**src/design/mcr_pkg.sv**
```systemverilog
// Package for masked_column_reduce: field widths, command and mode codes,
// and the control and status bundles between controller and datapath.
// No dependencies.
package mcr_pkg;

  localparam int CMD_W      = 2;
  localparam int IDX_W      = 12;
  localparam int SMP_W      = 32;
  localparam int VAL_W      = 48;
  localparam int MODE_W     = 3;
  localparam int RSTART_W   = 13;
  localparam int CFG_IDX_W  = 1;
  localparam int CFG_DATA_W = 13;
  localparam int S_TDATA_W  = 80;
  localparam int M_TDATA_W  = 64;
  localparam int DIV_CNT_W  = $clog2(VAL_W + 1);

  localparam int DEPTH_DEF       = 4096;
  localparam int COUNT_WIDTH_DEF = 16;

  localparam logic signed [VAL_W-1:0] ACC_MAX = {1'b0, {(VAL_W-1){1'b1}}};
  localparam logic signed [VAL_W-1:0] ACC_MIN = {1'b1, {(VAL_W-1){1'b0}}};

  typedef enum logic [CMD_W-1:0] {
    CMD_CLEAR = 2'd0,
    CMD_ACCUM = 2'd1,
    CMD_READ  = 2'd2
  } cmd_e;

  typedef enum logic [MODE_W-1:0] {
    MODE_SUM       = 3'd0,
    MODE_MEAN      = 3'd1,
    MODE_MAX       = 3'd2,
    MODE_MIN       = 3'd3,
    MODE_RANK_DESC = 3'd4,
    MODE_RANK_ASC  = 3'd5
  } mode_e;

  typedef enum logic [CFG_IDX_W-1:0] {
    CFG_MODE       = 1'd0,
    CFG_RANK_START = 1'd1
  } cfg_reg_e;

  typedef struct packed {
    logic capture;
    logic exec;
    logic div_start;
    logic out_load;
  } dp_ctl_t;

  typedef struct packed {
    logic is_read;
    logic need_div;
    logic div_done;
    logic out_free;
  } dp_stat_t;

endpackage

```
**src/design/mcr_ctrl.sv**
```systemverilog
// Controller of masked_column_reduce: sequences capture, execute, divide
// and output load for one item at a time. Depends on mcr_pkg.
module mcr_ctrl (
  input  logic              clk_i,
  input  logic              rst_ni,
  input  logic              in_valid_i,
  output logic              in_ready_o,
  input  mcr_pkg::dp_stat_t stat_i,
  output mcr_pkg::dp_ctl_t  ctl_o
);

  typedef enum logic [1:0] {
    ST_IDLE,
    ST_EXEC,
    ST_DIV,
    ST_OUT
  } state_e;

  state_e state_q;

  always_ff @(posedge clk_i or negedge rst_ni) begin
    if (!rst_ni) begin
      state_q <= ST_IDLE;
    end else begin
      case (state_q)
        ST_IDLE: begin
          if (in_valid_i) state_q <= ST_EXEC;
        end
        ST_EXEC: begin
          if (!stat_i.is_read) begin
            state_q <= ST_IDLE;
          end else if (stat_i.need_div) begin
            state_q <= ST_DIV;
          end else begin
            state_q <= ST_OUT;
          end
        end
        ST_DIV: begin
          if (stat_i.div_done) state_q <= ST_OUT;
        end
        ST_OUT: begin
          if (stat_i.out_free) state_q <= ST_IDLE;
        end
        default: state_q <= ST_IDLE;
      endcase
    end
  end

  always_comb begin
    in_ready_o      = (state_q == ST_IDLE);
    ctl_o.capture   = (state_q == ST_IDLE) && in_valid_i;
    ctl_o.exec      = (state_q == ST_EXEC);
    ctl_o.div_start = (state_q == ST_EXEC) && stat_i.is_read && stat_i.need_div;
    ctl_o.out_load  = (state_q == ST_OUT) && stat_i.out_free;
  end

endmodule

```
**config.mk**
```make
export PLATFORM = sky130hd
export DESIGN_NAME = mcr_ctrl
export DESIGN_NICKNAME = d
export VERILOG_FILES = /design/src/design/mcr_pkg.sv /design/src/design/mcr_ctrl.sv
export SDC_FILE = /design/constraint.sdc
export NUM_CORES = 1
export LEC_CHECK = 0
export ABC_AREA = 1
export BUFFER_PORTS_ARGS = -buffer_cell sky130_fd_sc_hd__buf_4
export CORE_AREA = 2 2 39 41
export DETAILED_ROUTE_END_ITERATION = 8
export DIE_AREA = 0 0 41 43
export MAX_ROUTING_LAYER = met4
export PLACE_DENSITY_LB_ADDON = 0.1
export SLEW_MARGIN = 20
export SYNTH_ARGS = -nofsm -noshare
export SYNTH_HDL_FRONTEND = slang
export SYNTH_SLANG_ARGS = --single-unit
```
**constraint.sdc**
```tcl
create_clock -name clk_i -period 1.1 [get_ports clk_i]
set_input_delay 0.33 -clock clk_i [delete_from_list [all_inputs] [get_ports clk_i]]
set_output_delay 0.33 -clock clk_i [all_outputs]
set_load 0.01 [all_outputs]
```
==> out/metrics.csv <==
metric;value;unit
post-detail-place hpwl;340;um
Die H;43;um
setup TNS;-1150;ps
Mean Syn Cell Area;5.84;sq um
initial core utilization;11.4;%
# Max-Cap Violations;0;
internal power;502;uW
crit path max fanout;4;
switching share of power;38.3;%
GP Congestion;0.658;
Hold Slack;402;ps
first-pass GRT wire length;759;um
Synth Warn #;0;
Critical Path Sink Type;output pin;
CTS tree;done;
Antenna Violating Nets Remaining;0;
via/cell ratio;3.39;
fin worst setup slack;-257;ps
Final min period;1360;ps
Psw;311;uW
Cell Count, Final, Fillers Out;62;
failing checks;negative setup slack;
Hold Crit Start;stat_i[0];
Slew @ Worst Pin;155;ps
clock latency on the worst-skew pair;230;ps
CP arrival;1030;ps
startpoint types;register;
Relative slew margins;89.6;%
Seq pwr share;20.5;%
Die W;41;um
TritonRoute pass-1 iters;3;
layout cell share with drive strength beyond 1;56.5;%
grt ovf;0;
dpl cells;57;
clock buffer count from CTS;3;
Hold Path Class;input pin to register;
total number of vias;210;
Hold Vio Cnt, Final;0;
critical path class;register to output pin;
Total GRT Usage;7.72;%
clock root buffer;clkbuf_4;
post-synthesis sequential area ratio;31.7;%
Port Buffer Count;11;
drc violations;0;
fin util;24.1;%
initial antenna violation count;0;
Clock Power Share;20.2;%
wirelength, routed;450;um
Post-Synthesis Cell Area;158;sq um
Power Dens Cells;2430;nW/um^2
Final setup viols;5;
ant diodes;0;
worst r2r path cells;7;
initial drt markers;3;
Fmax;737;MHz
Total Power;813;uW
Clock Skews;6.18;ps
final net count;55;
Slew Limit Fails;0;
vias in the first global route;200;
leakage;0.000195;uW
Seq cells post-synth;2;
# clock sinks;2;
Max Root-Sink Buffers;2;
RSZ-0062 raised after global routing;yes;
R2R setup slack;90;ps
post-synth cell types;9;
Top Ports;12;
Worst VDD drop;0.000563;V
clock slew at reported path FFs;30;ps
P&R area growth vs syn;112;%
average wire per standard cell;7.26;um
largest net degree at the start of global routing;7;
Tcrit/Tclk final;123;%
Clock H-tree levels;1;
r2r endpoint;state_q[0];
Worst Hold Depth;4;
num rows;14;
Syn Nets;34;
WP data required;770;ps
status;finished with violations;
Cells after Synth;27;
Logic pwr share;59.3;%
DIE AREA;1760;sq um
core area;1380;sq um
## final cells by class
| type | instances | area [sq um] |
|---|---|---|
| inverters | 7 | 26.3 |
| well taps | 16 | 20.0 |
| multi-input cells | 18 | 86.3 |
| fillers | 171 | 1050 |
| repair buffers | 16 | 126 |
| clock buffers | 3 | 22.5 |
| flip-flops and latches | 2 | 52.6 |
## worst max path at each step
stage	slack (ps)	from	to	cells past startpoint
detailed placement	-100	state_q[0]	ctl_o[1]	5
floorplan	-30	register	ctl_o[1]	3
CTS	-300	register	ctl_o[1]	4
finish	-260	state_q[0]	ctl_o[1]	5
global route	-330	register	ctl_o[1]	4
global placement	-90	state_q[0]	ctl_o[1]	5
## logic make-up (layout without fill, tap and decap cells)
group / after synthesis / count (layout) / share of synthesized area, %
compound gates: 1 / 1 / 3.17
buf+inv: 7 / 26 / 16.7
flops: 2 / 2 / 31.7
simple gates: 17 / 17 / 48.4
## repair_timing
item | 4_1_cts | 5_1_grt
endpoints found under the setup margin | 5 | 6
endpoints found under the hold margin | 2 | 0
buffers inserted | 0 | 1
gates resized for setup | 4 | 0
hold buffers | 1 | 0
pin swaps | 1 | 1
## power by group through the flow
stage	combinational (uW)	sequential (uW)	clock [uW]
after floorplan	212	161	0
after global placement	425	171	0
after detailed placement	426	169	0
after CTS	454	177	174
after global routing	533	176	184
final	482	167	164
## synthesized netlist by cell type
cell	instances	area share, %
and3_2	1	4.8
dfrtp_1	2	32
inv_1	5	12
inv_2	2	4.8
nand2_1	11	26
nor2_1	3	7.1
nor2_4	1	7.1
nor3_1	1	3.2
o21ai_1	1	3.2
## stage by stage
step | cell area [sq um] | setup WS, ps
2_1_floorplan | 160 | -32.1
3_3_place_gp | 285 | -87.4
3_5_place_dp | 285 | -102
4_1_cts | 327 | -304
5_1_grt | 334 | -327
6_report | 334 | -257
## per-layer routing
metal,up-vias,share of wire [%],GRT usage (%)
met5,-,0,-
met4,0,0,12.0
met3,0,11,3.14
met2,9,48,8.75
met1,86,41,7.40
li1,115,-,-
## placed cells by master, fill, tap and decap left out
cell type / instances
inv_2: 2
clkbuf_4: 3
nor2_2: 1
nor2_1: 2
nand2_1: 10
dlygate4sd3_1: 1
nand2_2: 1
buf_6: 1
nor3_1: 1
dfrtp_2: 2
nor2_4: 1
buf_4: 14
o21ai_1: 1
and3_2: 1
inv_1: 5
## critical path, cell delays in order, from the launching register on
cell and delay, ps:
dfrtp_2 380, inv_2 60, nor2_4 110, nand2_2 60, nor2_2 80, buf_4 120
No activity file was read; power rests on OpenSTA's default activity.
